$ cat src/haf_pkg.sv
`timescale 1ns / 1ps
// ----------------------------------------------------------------------------
// haf_pkg
// Shared constants and types for the Hilbert analytic-signal FIR.
// ----------------------------------------------------------------------------
package haf_pkg;

   // Filter length, clamped into 3..31 and rounded up to an odd count.
   localparam int NUM_TAPS   = 31;
   localparam int TAPS_CLAMP = (NUM_TAPS < 3) ? 3 : ((NUM_TAPS > 31) ? 31 : NUM_TAPS);
   localparam int TAPS_LEN   = ((TAPS_CLAMP % 2) == 0) ? TAPS_CLAMP + 1 : TAPS_CLAMP;
   localparam int MID        = (TAPS_LEN - 1) / 2;

   // Odd offsets 1, 3, .. up to MID; one MAC cell each.
   localparam int NUM_USED   = (MID + 1) / 2;
   // Oldest tap read is MID plus the largest odd offset.
   localparam int DEPTH      = MID + 2 * NUM_USED - 1;

   localparam int NUM_COEF   = 8;
   localparam int CSR_IDX_W  = $clog2(NUM_COEF);

   localparam int SAMPLE_W   = 16;
   localparam int COEF_W     = 15;
   localparam int DIFF_W     = SAMPLE_W + 1;
   localparam int PROD_W     = COEF_W + 1 + DIFF_W;
   localparam int ACC_W      = PROD_W + $clog2(NUM_COEF);
   localparam int FRAC_W     = 15;
   localparam int IMAG_W     = 18;

   localparam logic [COEF_W-1:0] COEF_RESET [NUM_COEF] = '{
      15'd20651, 15'd6343, 15'd3213, 15'd1753, 15'd922, 15'd440, 15'd192, 15'd111
   };

   typedef logic signed [DIFF_W-1:0] diff_type;
   typedef diff_type [NUM_USED-1:0] diff_vec_type;

   // One request in flight along the MAC chain.
   typedef struct packed {
      logic                       valid;
      logic signed [ACC_W-1:0]    acc;
      logic signed [SAMPLE_W-1:0] re;
      diff_vec_type               diffs;
   } stage_type;

endpackage

$ cat src/haf_mac_cell.sv
`timescale 1ns / 1ps
// ----------------------------------------------------------------------------
// haf_mac_cell
// One systolic MAC step: add coef times the lowest difference, drop it.
// ----------------------------------------------------------------------------
module haf_mac_cell import haf_pkg::*; (
   input  logic              clock,
   input  logic              reset,
   input  logic [COEF_W-1:0] coef,
   input  stage_type         stage_in,
   output logic              in_ready,
   output stage_type         stage_out,
   input  logic              out_ready
);

   logic                       valid_ff;
   logic signed [ACC_W-1:0]    acc_ff;
   logic signed [ACC_W-1:0]    acc_in;
   logic signed [SAMPLE_W-1:0] re_ff;
   diff_vec_type               diffs_ff;
   diff_vec_type               diffs_in;
   diff_type                   diff_cur;
   logic signed [PROD_W-1:0]   prod;

   assign in_ready = !valid_ff || out_ready;

   always_comb begin
      diff_cur = stage_in.diffs[0];
      prod     = $signed({1'b0, coef}) * diff_cur;
      acc_in   = stage_in.acc + {{(ACC_W - PROD_W){prod[PROD_W-1]}}, prod};
      // drop the difference used here, advance the rest
      diffs_in = diff_vec_type'(stage_in.diffs >> DIFF_W);
   end

   always_ff @(posedge clock) begin
      if (reset) begin
         valid_ff <= 1'b0;
      end else if (in_ready) begin
         valid_ff <= stage_in.valid;
      end
   end

   always_ff @(posedge clock) begin
      if (in_ready && stage_in.valid) begin
         acc_ff   <= acc_in;
         re_ff    <= stage_in.re;
         diffs_ff <= diffs_in;
      end
   end

   assign stage_out = '{valid: valid_ff, acc: acc_ff, re: re_ff, diffs: diffs_ff};

endmodule

$ cat config.mk
export PLATFORM = sky130hd
export DESIGN_NAME = haf_mac_cell
export DESIGN_NICKNAME = d
export VERILOG_FILES = /design/src/haf_pkg.sv /design/src/haf_mac_cell.sv
export SDC_FILE = /design/constraint.sdc
export NUM_CORES = 1
export LEC_CHECK = 0
export BUFFER_PORTS_ARGS = -buffer_cell sky130_fd_sc_hd__buf_4
export CAP_MARGIN = 20
export CORE_ASPECT_RATIO = 0.5
export CORE_MARGIN = 2
export CORE_UTILIZATION = 45
export CTS_BUF_LIST = sky130_fd_sc_hd__clkbuf_4 sky130_fd_sc_hd__clkbuf_8
export DETAILED_ROUTE_END_ITERATION = 10
export GPL_TIMING_DRIVEN = 0
export PLACE_DENSITY = 0.75
export SKIP_CTS_REPAIR_TIMING = 1
export SLEW_MARGIN = 0
export SYNTH_ARGS = -nofsm -noshare
export SYNTH_HDL_FRONTEND = slang
export SYNTH_SLANG_ARGS = --single-unit
$ cat constraint.sdc
create_clock -name clock -period 11.8 [get_ports clock]
set_input_delay 2.36 -clock clock [delete_from_list [all_inputs] [get_ports clock]]
set_output_delay 2.36 -clock clock [all_outputs]
set_load 0.02 [all_outputs]
Yosys cells after proc, flatten, opt, wreduce, memory -nomap -nowiden
Index checks and enable logic that the tools add are counted.
{"block": "totals", "regBits": 172, "input_bits": 207, "wordCells": 15}
{"block": "op_classes", "n_addsub": 1, "n_mul": 1, "n_reduce_logical": 3}
{"op": "$add A36 B36 Y36", "count": 1}
{"op": "$mul A16 B17 Y33", "count": 1}
{"op": "$logic_and A1 B1 Y1", "count": 1}
{"op": "$logic_not A1 Y1", "count": 1}
{"op": "$logic_or A1 B1 Y1", "count": 1}

Depth between registers and ports, before layout
{"block": "depth", "word_depth": 3, "depth_mapped": 34, "ltp_nobuf": 32}

Worst setup path before layout
No wires, ideal clock.
{"block": "synth_path", "kind": "input -> register", "start": "in coef[8]", "end": "reg acc_ff[35] (data pin)", "setup_ps": 270, "t_arrival_ps": 9193, "required_ps": 11530, "setup_slack_ps": 2337, "cell_stages": 30, "path_cell_list": "clkbuf_1 clkbuf_1 nand2_1 fa_1 fa_1 inv_1 fa_1 fa_1 fa_1 inv_1 fa_1 inv_1 ha_1 a21o_1 a21o_1 a21oi_1 a21boi_1 o21ai_1 a21oi_1 xnor2_1 ha_1 and4_1 nand3_1 nor3_1 o211ai_1 a31oi_1 o2111ai_1 a31oi_1 xnor2_1 xnor2_1"}
{"block": "synth_between", "elab_chain_len": 2}
{"element": "from (decl)", "line_no": "haf_mac_cell.sv:9", "rtl": "input logic [COEF_W-1:0] coef,"}
{"element": "$mul A16 B17 Y33", "line_no": "haf_mac_cell.sv:29", "rtl": "prod = $signed({1'b0, coef}) * diff_cur;"}
{"element": "$add A36 B36 Y36", "line_no": "haf_mac_cell.sv:30", "rtl": "acc_in = stage_in.acc + {{(ACC_W - PROD_W){prod[PROD_W-1]}}, prod};"}
{"element": "named net acc_in[35]", "line_no": "haf_mac_cell.sv:18", "rtl": "logic signed [ACC_W-1:0] acc_in;"}
{"element": "to (signal assigned)", "line_no": "haf_mac_cell.sv:45", "rtl": "acc_ff <= acc_in;"}
{"element": "to (decl)", "line_no": "haf_mac_cell.sv:17", "rtl": "logic signed [ACC_W-1:0] acc_ff;"}
The timed path passes the listed nets, and every way through them passes these cells.
A chain may end at the register's enable or synchronous reset.

Final worst setup path
Ends and elaborated chain as after synthesis.

==> flow_metrics.tcl <==
set metrics [dict create \
    routed_wl_microns 46100 \
    place.gp.congestion 0.955 \
    status "completed" \
    setup_viol 0 \
    synthFlopType "edfxtp_1" \
    synthSimpleGateAreaFrac_pct 10.9 \
    synthDistinctLibCells 51 \
    overflow 0 \
    seq_area_frac_synth_pct 30.6 \
    synth-xor-area-share_pct 3.27 \
    fin_crit_sh_pct 93.5 \
    arrival_ps 11220 \
    crit_buf_inv 5 \
    endpoint_kind "flop" \
    synth_warnings 0 \
    mostFrequentLayoutCells "buf_4, inv_1, fa_1" \
    synth_area_sq_um 16900 \
    cts_tree "built" \
    clk_pin_slew_ps 120 \
    dieWidth_microns 278 \
    synth_top_area_cell "fa_1" \
    initialDrtViolationCount 789 \
    holdWs_ps 651 \
    root_buffer "clkbuf_8" \
    grt_max_degree 76 \
    vias 12300 \
    cp_common_cell "fa_1" \
    diodes 0 \
    antenna_found_initial 0 \
    cts_buffers 17 \
    synth-edff-count 171 \
    critPathMaxStageDelay_ps 930 \
    crit_path_start_kind "input port" \
    io_pins 397 \
    fillers 3208 \
    syn_avg_cell_area_sq_um 10.9 \
    drt.antenna.violating_nets 0 \
    cts.sink_count 172 \
    rsz0062_at_grt "no" \
    coreArea_sq_um 37200 \
    fp.dieH_microns 141 \
    post_drt_wl_per_cell_microns 18.7 \
    areaGrowthSynthToFinish_pct 23.6 \
    place_inst 2434 \
    nets 2549 \
    max_clock_freq_ghz 0.0906 \
    cp_max_fo 10 \
    grt_pass1_wl_microns 71900 \
    layout.cells.most_common "buf_4" \
    multi_input_area_sq_um 10300 \
    final_hold_viol_count 0 \
    rows 50 \
    initial_utilization_pct 45.4 \
    maxCapViolations 0 \
    netlist_instances 1545 \
    worst-slew-pin-transition_ps 1080 \
    portBuffers 377 \
    async_flop_share_pct 0 \
    synth_compound_area_share_pct 6.44 \
    grt_pass1_vias 12700 \
    clock_latency_ps 460 \
    seq_area_sq_um 5150 \
    hpwlAfterDp_microns 38700 \
    worst_path_max_delay_cell "a2111oi_0" \
    worstPathRequired_ps 11980 \
    drive_above_1_share_pct 22.0 \
    cts_max_path_buffers 2 \
    layoutNonFillerInstCount 2466 \
    ys_ff_latch 172 \
    synthMuxAreaShare_pct 0 \
    yosysTopAreaCellShare_pct 30.9 \
    grt.total_usage_pct 24.0 \
    maxSlewViolCount 0 \
    clock_skew_ps 26.5 \
    drc 0 \
    hold_class "flop to flop" \
    design.die.area_sq_um 39100 \
    ys_top_cells_by_area "fa_1, edfxtp_1, ha_1, inv_1, and2_1" \
    max_slew_margin_pct 26.3 \
    critical_path_class "input port to flop" \
    drtPass1Iterations 5 \
    htree_levels 4 \
    synth_top_family_by_area "adder cells" \
    setup-tns-final_ps 0 \
    yosys.area_share.adder_pct 40.0 \
    finalCriticalPeriod_ps 11040 \
    crit_family "adder cells" \
    avgViaCountPerCell 4.98 \
]
==> worst register-to-register path, cell delays in order, from the launching register on <==
cell	delay [ps]
dfxtp_1	340
nand2b_1	170
and2_4	500
buf_16	380
==> layer usage <==
| layer | up-vias | track usage [%] | wire [microns] |
|---|---|---|---|
| met5 | - | 0 | 0 |
| met1 | 6097 | 31.8 | 19300 |
| met2 | 456 | 40.1 | 22200 |
| met4 | 0 | 6.77 | 1100 |
| met3 | 69 | 5.19 | 3420 |
| li1 | 5653 | - | - |
==> flip-flops by register name, indices dropped and copies added (netlist names) <==
name / cells
valid_ff: 1
acc_ff: 36
re_ff: 16
stage_out: 119
==> cells in the mapped netlist, drive strengths merged (2+ instances only) <==
cell type    n
clkbuf      34
or2          2
o211ai       5
and3         6
nand4        4
o2111ai      2
nor2        38
a41oi        2
o211a        2
nand2b       6
nand2      165
a31oi        6
o21a         9
o21bai       8
a211oi      10
buf         18
fa         260
xor2        13
inv        326
nand3       14
nor2b        7
o21ai       32
ha         123
edfxtp     171
a21oi       59
nor4         3
xnor2       50
a21boi       4
nor3         5
and2       124
a21o        23
==> through the flow <==
| stage | area (sq um) | util [%] | setup slack (ps) |
|---|---|---|---|
| final | 20800 | 56.1 | 762 |
| after global routing | 20800 | 56.1 | 400 |
| after CTS | 20800 | 56.1 | 895 |
| after detailed placement | 20400 | 55.0 | 402 |
| after global placement | 20400 | 54.8 | 520 |
| after floorplan | 16900 | - | 2340 |
==> cells by family after synthesis <==
logic type	after synthesis
AO/OA/AOI/OAI	171
XOR/XNOR	63
other	1
buffers and inverters	378
flip-flops	172
AND/OR/NAND/NOR	377
adder cells (fa/ha/maj)	383
==> final cells by class <==
cell class	instances	area share, %
clock buffers	17	1.12
clock inverters	15	0.888
inverters	326	5.87
plain buffers	52	1.26
well taps	494	2.97
flip-flops and latches	172	24.7
repair buffers	379	13.8
multi-input cells	1011	49.3
==> worst paths after layout <==
check / endpoint / startpoint / depth (start not counted) / slack (ps)
max: acc_ff[35] / coef[8] / 30 / 760
min: valid_ff / valid_ff / 2 / 650
max reg2reg: stage_out[92] / valid_ff / 3 / 9990
min reg2reg: valid_ff / valid_ff / 2 / 650
Power is left out: the tool's default activity adds up to more than one toggle a clock period on the data nets, which glitch-free logic cannot reach.
