## config.mk

```make
export PLATFORM = sky130hd
export DESIGN_NAME = haf_delay_cell
export DESIGN_NICKNAME = d
export VERILOG_FILES = /design/src/haf_pkg.sv /design/src/haf_delay_cell.sv
export SDC_FILE = /design/constraint.sdc
export NUM_CORES = 1
export LEC_CHECK = 0
export BUFFER_PORTS_ARGS = -buffer_cell sky130_fd_sc_hd__clkbuf_2
export CORE_UTILIZATION = 40
export DETAILED_ROUTE_END_ITERATION = 10
export GPL_TIMING_DRIVEN = 0
export PLACE_DENSITY = 0.75
export SLEW_MARGIN = 20
export SYNTH_ARGS = -nofsm -noshare
export SYNTH_HDL_FRONTEND = slang
export SYNTH_SLANG_ARGS = --single-unit
```

## constraint.sdc

```tcl
create_clock -name clock -period 0.8 [get_ports clock]
set_input_delay 0.16 -clock clock [delete_from_list [all_inputs] [get_ports clock]]
set_output_delay 0.16 -clock clock [all_outputs]
set_load 0.01 [all_outputs]
```

## src/haf_pkg.sv

```systemverilog
`timescale 1ns / 1ps
// ----------------------------------------------------------------------------
// haf_pkg
// Shared constants and types for the Hilbert analytic-signal FIR.
// ----------------------------------------------------------------------------
package haf_pkg;

   // Filter length, clamped into 3..31 and rounded up to an odd count.
   localparam int NUM_TAPS   = 31;
   localparam int TAPS_CLAMP = (NUM_TAPS < 3) ? 3 : ((NUM_TAPS > 31) ? 31 : NUM_TAPS);
   localparam int TAPS_LEN   = ((TAPS_CLAMP % 2) == 0) ? TAPS_CLAMP + 1 : TAPS_CLAMP;
   localparam int MID        = (TAPS_LEN - 1) / 2;

   // Odd offsets 1, 3, .. up to MID; one MAC cell each.
   localparam int NUM_USED   = (MID + 1) / 2;
   // Oldest tap read is MID plus the largest odd offset.
   localparam int DEPTH      = MID + 2 * NUM_USED - 1;

   localparam int NUM_COEF   = 8;
   localparam int CSR_IDX_W  = $clog2(NUM_COEF);

   localparam int SAMPLE_W   = 16;
   localparam int COEF_W     = 15;
   localparam int DIFF_W     = SAMPLE_W + 1;
   localparam int PROD_W     = COEF_W + 1 + DIFF_W;
   localparam int ACC_W      = PROD_W + $clog2(NUM_COEF);
   localparam int FRAC_W     = 15;
   localparam int IMAG_W     = 18;

   localparam logic [COEF_W-1:0] COEF_RESET [NUM_COEF] = '{
      15'd20651, 15'd6343, 15'd3213, 15'd1753, 15'd922, 15'd440, 15'd192, 15'd111
   };

   typedef logic signed [DIFF_W-1:0] diff_type;
   typedef diff_type [NUM_USED-1:0] diff_vec_type;

   // One request in flight along the MAC chain.
   typedef struct packed {
      logic                       valid;
      logic signed [ACC_W-1:0]    acc;
      logic signed [SAMPLE_W-1:0] re;
      diff_vec_type               diffs;
   } stage_type;

endpackage

```

## src/haf_delay_cell.sv

```systemverilog
`timescale 1ns / 1ps
// ----------------------------------------------------------------------------
// haf_delay_cell
// One sample of the delay line; loads its neighbor's sample on a shift.
// ----------------------------------------------------------------------------
module haf_delay_cell import haf_pkg::*; (
   input  logic                       clock,
   input  logic                       reset,
   input  logic                       shift_en,
   input  logic signed [SAMPLE_W-1:0] d_in,
   output logic signed [SAMPLE_W-1:0] q_out
);

   logic signed [SAMPLE_W-1:0] q_ff;

   always_ff @(posedge clock) begin
      if (reset) begin
         q_ff <= '0;
      end else if (shift_en) begin
         q_ff <= d_in;
      end
   end

   assign q_out = q_ff;

endmodule

```

== Yosys cells after proc, flatten, opt, wreduce, memory -nomap -nowiden ==
Index checks and enable logic that the tools add are counted.

* Register bits: 16
* Bits in latches: 0
* RAM bits: 0
* Memory bits (read-only): 0
* Output and inout bits: 16
* Logic and storage cells: 1
* Memories kept: 0

* Add/sub/neg operators: 0
* $mul: 0
* Div/mod/pow operators: 0
* Magnitude comparators: 0
* Equality and inequality tests: 0
* Shift operators: 0
* Multiplexer cells: 0
* Bitwise logic cells: 0
* Reduce and logical (&&, ||, !) cells: 0

== Depth between registers and ports, before layout ==
Gate-level depths: netlist (run 1).

* Word-level depth: 0
* Depth in mapped cells: 4
* Depth with buffers taken out: 2

== Worst setup path before layout (run 1) ==
No wires, ideal clock.

* Path kind: input-to-reg
* Start: input shift_en
* End: register q_ff[10] (netlist: q_out[10])
* Setup time: 0.117 ns
* Data arrival time: 0.625 ns
* Required time: 0.683 ns
* Slack: 0.058 ns
* Stages: 4
* Path buffers: 2
* Cell sequence: buf_6 > buf_12 > mux2i_1 > nor2_1

{| class="wikitable"
|+ RTL lines
! element !! RTL line !! source
|-
| start: declaration || haf_delay_cell.sv:9 || <nowiki>input logic shift_en,</nowiki>
|-
| end signal: assignment || haf_delay_cell.sv:20 || <nowiki>q_ff <= d_in;</nowiki>
|-
| end: declaration || haf_delay_cell.sv:14 || <nowiki>logic signed [SAMPLE_W-1:0] q_ff;</nowiki>
|}

== Final worst setup path (run 1) ==
* Start: register q_ff[11] (netlist: q_out[11])
* End: output q_out[11]

{| class="wikitable"
|+ RTL lines
! element !! RTL line !! source
|-
| end: declaration || haf_delay_cell.sv:11 || <nowiki>output logic signed [SAMPLE_W-1:0] q_out</nowiki>
|}

No word-level cell between the ends.

==> run metrics, run 1 <==
vias=481; status=finished, violations left; critical-path cell list=buf_6; Syn Nets=71; Fillers=103; number of synthesized register bits=16; FF-to-FF setup slack=0.07 ns; CP Launch Type=flip-flop; multi-input logic area=220 um2; Hold Crit Depth=3; Syn Inst Count=52; worst-margin pin slew=0.278 ns; Total Power=1.69 mW; Remaining DRCs=0; Ant. Diodes=0; Top delay family on crit path=flip-flops; initial core utilization=0.441; Synth Area per Inst=11.2 um2; vias in the first global route=408; Psw=0.380 mW; Max-Cap Viols=0; wire per inst=11.3 um; post-layout util=0.701; Clock transition at path regs=0.09 ns; largest net degree at the start of global routing=11; YS warnings=0; Worst Hold End=q_out[0]$_SDFFE_PP0P_; Worst Hold Class=in2reg; worst reg2reg path endpoint=q_out[10]$_SDFFE_PP0P_; commonest cells after routing, fill and taps aside=buf_6, mux2i_1, nor2_1, clkbuf_2, dfxtp_2; Yosys cell types=7; maximum vdd drop=1430 uV; Lkg Pwr=0.472 nW; CTS root buffer=clkbuf_4; Comb power frac=0.170; failing checks=setup timing; Clk pwr share=0.305; Reg area=340 um2; Setup WS pre-CTS=-0.0885 ns; CP required=0.64 ns; vias per cell=4.63; mux contribution to synthesized area=0.276; final hold violation count=0; Worst R2R Path Depth=3; most common cell after layout, fill and taps aside=buf_6; H-Tree Depth=1; Die X=40.1 um; final worst slack=-0.0905 ns; main combinational cell family by area after synthesis=multiplexers; buffers and inverters on the worst path=1; nets@finish=109; input/output buffers=32; worst hold path startpoint=d_in[0]; total track usage=0.157; Pre-Repair DR Iteration Count=4; Worst setup EP type=output port; IO Pins=35; fin crit period=0.890 ns; share of layout cells above drive strength 1=0.629; Largest register FFs=16; Worst EP arrival=0.73 ns; drt initial violations=10; CTS tree=done; core footprint=1320 um2; Slew headroom=0.815; deepest clock path buffer count=2; Compound-Gate Fraction of Synth Area=0; Max stage delay on crit path=0.34 ns; Crit Path Max Fanout=2; row count=13; number of nets with antenna violations after routing=0; Pint=1.31 mW; Area after DPL=759 um2; Crit-path slowest cell=dfxtp_2; Num CTS Buffers=3; gp weighted congestion=0.654; RSZ-0062 raised after global routing=true; simple-gate portion of the synthesized area=0.103; Post-Layout Inst Area=923 um2; fmax=1120 MHz; CTS Sinks=16; Final Setup Violations=16; max-slew violation count=0; Post-Synth XOR/XNOR Area=0; critical path type=reg2out; routed wire length=1180 um; RR Startpoint=q_out[10]$_SDFFE_PP0P_; die height=40.1 um; Switching Share=0.225; Post-Syn Area=581 um2; first-pass GRT wire length=1610 um; worst skew pair latency=0.28 ns; setup TNS=-1.29 ns; clock skew=0 ns; Tcrit/Tclk final=1.11; die area=1610 um2; total congestion overflow=0; sequential fraction of the synthesis area=0.552; P per Cell Area=1830 nW/um2; area growth from synthesis to layout=59.1%; crit path launch=q_out[11]$_SDFFE_PP0P_; initial antenna violation count=0; hpwl dp=880 um; adder-cell area share of the yosys netlist=0; Flop pwr share=0.525
[power groups by stage]
stage / logic (mW) / clock network, mW / registers, mW
floorplan: 0.109 / 0 / 0.907
global placement: 0.227 / 0 / 0.882
detailed placement: 0.232 / 0 / 0.886
CTS: 0.237 / 0.530 / 0.876
global route: 0.310 / 0.578 / 0.893
finish: 0.287 / 0.514 / 0.886
[worst max path at each step]
stage               slack (ns)  cells after the start                endpoint
detailed placement       -0.09                      3  q_out[11]$_SDFFE_PP0P_
global placement         -0.05                      3  q_out[11]$_SDFFE_PP0P_
floorplan                 0.06                      4  q_out[10]$_SDFFE_PP0P_
global route             -0.13                      1               q_out[11]
finish                   -0.09                      1               q_out[11]
CTS                      -0.12                      1               q_out[11]
[per-stage QoR]
step           cells  hold WS (ns)
4_1_cts          104         0.114
6_report         104         0.114
5_1_grt          104         0.110
2_1_floorplan     52         0.307
3_5_place_dp      99         0.404
3_3_place_gp      99         0.395
[layer usage]
metal | vias up | part of all wire | global-route usage
met5 | - | 0 | 0
met3 | 0 | 0.038 | 0.0500
met4 | 0 | 0 | 0.0517
met1 | 225 | 0.40 | 0.164
met2 | 12 | 0.56 | 0.290
li1 | 244 | - | -
[cell usage after synthesis, drive strengths merged]
cell | count | area share
dfxtp | 16 | 0.55
nor2 | 16 | 0.10
mux2i | 16 | 0.28
buf | 4 | 0.069
[what timing repair did]
item | in CTS | in global routing
setup buffers | 1 | 0
gates cloned | 0 | 0
resized for setup | 16 | 32
hold buffers | 0 | 0
endpoints found under the setup margin | 16 | 16
[cells by family after synthesis]
| group | Yosys count |
|---|---|
| mux | 16 |
| flops | 16 |
| simple gates | 16 |
| buf+inv | 4 |
[layout make-up]
cell class              count  share of cell area
multi-input cells          32               0.238
well taps                  15              0.0203
clock buffers               4              0.0393
plain buffers               4              0.0434
repair buffers             33               0.290
flip-flops and latches     16               0.369
(Power assumes the default switching activity.)
==> run 2: changes to the inputs <==
--- a/config.mk
+++ b/config.mk
@@ -5,7 +5,7 @@
 export SDC_FILE = /design/constraint.sdc
 export NUM_CORES = 1
 export LEC_CHECK = 0
-export BUFFER_PORTS_ARGS = -buffer_cell sky130_fd_sc_hd__clkbuf_2
+export BUFFER_PORTS_ARGS = -buffer_cell sky130_fd_sc_hd__buf_2
 export CORE_UTILIZATION = 40
 export DETAILED_ROUTE_END_ITERATION = 10
 export GPL_TIMING_DRIVEN = 0
==> run metrics, run 2 (synthesis gave the netlist of run 1 again) <==
final worst slack=-0.0960 ns; Lkg Pwr=0.474 nW; final hold violation count=0; critical-path cell list=buf_6; worst skew pair latency=0.28 ns; status=finished, violations left; first-pass GRT wire length=1730 um; Top delay family on crit path=flip-flops; CTS tree=done; Crit-path slowest cell=dfxtp_2; Remaining DRCs=0; core footprint=1320 um2; RSZ-0062 raised after global routing=true; Switching Share=0.229; critical path type=reg2out; Worst R2R Path Depth=3; Total Power=1.70 mW; Critical Path Stages=1; largest net degree at the start of global routing=11; P per Cell Area=1830 nW/um2; input/output buffers=32; total track usage=0.177; vias in the first global route=397; Clock transition at path regs=0.08 ns; Pint=1.31 mW; vias=497; Pre-Repair DR Iteration Count=4; H-Tree Depth=1; Die X=40.1 um; Max stage delay on crit path=0.34 ns; Inst Count DP=99; Comb power frac=0.173; gp weighted congestion=0.651; crit path launch=q_out[1]$_SDFFE_PP0P_; CTS Sinks=16; area growth from synthesis to layout=60.3%; fmax=1120 MHz; CP Capture Point=q_out[1]; initial antenna violation count=0; drt initial violations=4; Ant. Diodes=0; CP required=0.64 ns; FF-to-FF setup slack=0.02 ns; die height=40.1 um; IO Pins=35; Tcrit/Tclk final=1.12; Flop pwr share=0.521; maximum vdd drop=1690 uV; worst reg2reg path endpoint=q_out[2]$_SDFFE_PP0P_; wire per inst=12.2 um; post-layout util=0.707; vias per cell=4.73; share of layout cells above drive strength 1=0.633; nets@finish=110; RR Startpoint=q_out[2]$_SDFFE_PP0P_; Worst Hold Class=in2reg; die area=1610 um2; Crit Path Max Fanout=2; row count=13; Largest register FFs=16; clock skew=0 ns; CP Launch Type=flip-flop; Worst EP arrival=0.74 ns; worst-margin pin slew=0.276 ns; number of nets with antenna violations after routing=0; deepest clock path buffer count=2; fin crit period=0.896 ns; commonest cells after routing, fill and taps aside=buf_2, buf_6, mux2i_1, nor2_1, dfxtp_2; Hold Crit Depth=3; hpwl dp=836 um; initial core utilization=0.441; Fillers=115; failing checks=setup timing; buffers and inverters on the worst path=1; max-slew violation count=0; Slew headroom=0.816; Max-Cap Viols=0; Final Setup Violations=16; Clk pwr share=0.306; Worst setup EP type=output port; Psw=0.390 mW; routed wire length=1280 um; Num CTS Buffers=3; CTS root buffer=clkbuf_4; Cell Count, Final, Fillers Out=105; total congestion overflow=0; cts hold-fix bufs=0
==> run 2: worst min-delay path: stages <==
cell and delay [ns]:
buf_2 0.07, mux2i_1 0.05, nor2_1 0.07
==> run 2: repair_timing <==
item	CTS	global route
pin swaps	0	0
gates resized for setup	32	0
cloned	0	0
setup buffers	1	1
setup endpoints to repair	16	16
==> run 2: metal layers <==
layer,vias up,share of wire,global-route usage,wire length (um)
li1,247,-,-,-
met1,233,0.38,0.195,481
met2,15,0.56,0.282,711
met3,2,0.060,0.0889,77
met5,-,0,0,0
met4,0,0.0055,0.0776,7
==> run 2: worst min-delay path by stage <==
stage | to | startpoint | slack [ns]
detailed placement | q_out[12]$_SDFFE_PP0P_ | d_in[12] | 0.40
finish | q_out[12]$_SDFFE_PP0P_ | d_in[12] | 0.11
floorplan | q_out[0]$_SDFFE_PP0P_ | d_in[0] | 0.31
global placement | q_out[13]$_SDFFE_PP0P_ | d_in[13] | 0.39
CTS | q_out[12]$_SDFFE_PP0P_ | d_in[12] | 0.10
global route | q_out[12]$_SDFFE_PP0P_ | d_in[12] | 0.09
==> run 2: final cells by class <==
class | instances | area, um2 | area share
Tap cell | 15 | 18.8 | 0.0202
Buffer | 4 | 40.0 | 0.0430
Clock buffer | 4 | 36.3 | 0.0390
Sequential cell | 16 | 340 | 0.366
Multi-Input combinational cell | 32 | 220 | 0.237
Timing Repair Buffer | 34 | 275 | 0.296
==> run 2: power groups by stage <==
stage	Sequential, mW	Clock, mW	Combinational, mW
global route	0.892	0.575	0.313
detailed placement	0.883	0	0.232
finish	0.886	0.520	0.294
floorplan	0.907	0	0.109
CTS	0.886	0.532	0.289
global placement	0.880	0	0.228
==> run 2: through the flow <==
| step | setup WS (ns) | setup TNS (ns) | hold slack (ns) | cell area, um2 |
|---|---|---|---|---|
| 3_5_place_dp | -0.0845 | -0.682 | 0.400 | 759 |
| 6_report | -0.0960 | -1.40 | 0.106 | 931 |
| 2_1_floorplan | 0.0576 | 0 | 0.307 | 581 |
| 4_1_cts | -0.104 | -1.49 | 0.102 | 923 |
| 5_1_grt | -0.143 | -1.91 | 0.0918 | 931 |
| 3_3_place_gp | -0.0538 | -0.524 | 0.394 | 759 |
==> run 3: changes to the inputs <==
--- a/config.mk
+++ b/config.mk
@@ -9,7 +9,7 @@
 export CORE_UTILIZATION = 40
 export DETAILED_ROUTE_END_ITERATION = 10
 export GPL_TIMING_DRIVEN = 0
-export PLACE_DENSITY = 0.75
+export PLACE_DENSITY = 0.82
 export SLEW_MARGIN = 20
 export SYNTH_ARGS = -nofsm -noshare
 export SYNTH_HDL_FRONTEND = slang
==> run metrics, run 3 (synthesis gave the netlist of run 1 again) <==
IO Pins=35; number of nets with antenna violations after routing=0; total track usage=0.161; Lkg Pwr=0.469 nW; Top delay family on crit path=flip-flops; Tcrit/Tclk final=1.12; CP Launch Type=flip-flop; Largest register FFs=16; gp weighted congestion=0.629; Worst Hold Class=in2reg; status=finished, violations left; RSZ-0062 raised after global routing=true; failing checks=setup timing; drt initial violations=8; Total Power=1.71 mW; critical path type=reg2out; Max-Cap Viols=0; vias per cell=4.81; CTS root buffer=clkbuf_4; vias=500; WL met3=50 um; initial antenna violation count=0; final hold violation count=0; die area=1610 um2; Worst EP arrival=0.74 ns; P per Cell Area=1850 nW/um2; Area after DPL=759 um2; routed length on met2=705 um; Ant. Diodes=0; CP required=0.64 ns; die height=40.1 um; share of layout cells above drive strength 1=0.629; Post-Layout Inst Area=923 um2; Pre-Repair DR Iteration Count=4; CTS Sinks=16; Crit-path slowest cell=dfxtp_2; CTS tree=done; H-Tree Depth=1; fin crit period=0.900 ns; buffers and inverters on the worst path=1; post-layout util=0.701; initial core utilization=0.441; max-slew violation count=0; Max stage delay on crit path=0.34 ns; Remaining DRCs=0; Slew headroom=0.811; row count=13; first-pass GRT wire length=1720 um; fmax=1110 MHz; Final Setup Violations=16; setup TNS=-1.47 ns; Worst setup EP type=output port; routed wire length=1300 um; area growth from synthesis to layout=59.1%; Clock transition at path regs=0.09 ns; nets@finish=109; worst-margin pin slew=0.283 ns; core footprint=1320 um2; deepest clock path buffer count=2; critical-path cell list=buf_6; input/output buffers=32; largest net degree at the start of global routing=11; Num CTS Buffers=3; Crit Path Max Fanout=2; final worst slack=-0.100 ns; total congestion overflow=0; clock skew=0 ns; wire per inst=12.5 um; Highest Signal Layer=met4; cts hold-fix bufs=0; Metal-1 WL=531 um; worst skew pair latency=0.28 ns; maximum vdd drop=1270 uV; hpwl dp=822 um; vias in the first global route=402; Die X=40.1 um; commonest cells after routing, fill and taps aside=buf_2, buf_6, mux2i_1, nor2_1, dfxtp_2
run 3: path summary, 6_finish.rpt:
kind | cells past startpoint | to | slack, ns | start
worst min-delay path | 3 | q_out[12]$_SDFFE_PP0P_ | 0.10 | d_in[12]
worst min register to register | 2 | q_out[8]$_SDFFE_PP0P_ | 0.51 | q_out[8]$_SDFFE_PP0P_
worst max-delay path | 1 | q_out[11] | -0.1 | q_out[11]$_SDFFE_PP0P_
worst max register to register | 3 | q_out[6]$_SDFFE_PP0P_ | 0.04 | q_out[6]$_SDFFE_PP0P_
run 3: repair_timing:
action / in CTS / in global routing
resized for setup: 32 / 0
setup endpoints to repair: 16 / 16
buffers inserted: 1 / 0
pin swaps: 0 / 0
run 3: layer usage:
metal / global-route usage / vias up
li1: - / 243
met1: 0.194 / 237
met2: 0.294 / 17
met3: 0.0167 / 3
met4: 0.0517 / 0
met5: 0 / -
run 3: layout make-up:
type                       count  area, um2
fill                          93        394
buffer                         4       40.0
clock buffer                   4       36.3
sequential                    16        340
timing repair buffer          33        268
multi-input combinational     32        220
tap                           15       18.8
run 3: stage by stage:
stage | hold slack (ns) | setup WS [ns] | std cells
finish | 0.105 | -0.100 | 104
detailed placement | 0.404 | -0.0737 | 99
global route | 0.122 | -0.129 | 104
global placement | 0.392 | -0.0446 | 99
CTS | 0.108 | -0.0934 | 104
floorplan | 0.307 | 0.0576 | 52
run 3: power breakdown:
| part | leakage, nW | internal (mW) | switching (mW) | total [mW] |
|---|---|---|---|---|
| registers | 0.138 | 0.853 | 0.0329 | 0.886 |
| clock network | 0.0210 | 0.277 | 0.256 | 0.533 |
| logic | 0.310 | 0.177 | 0.114 | 0.291 |
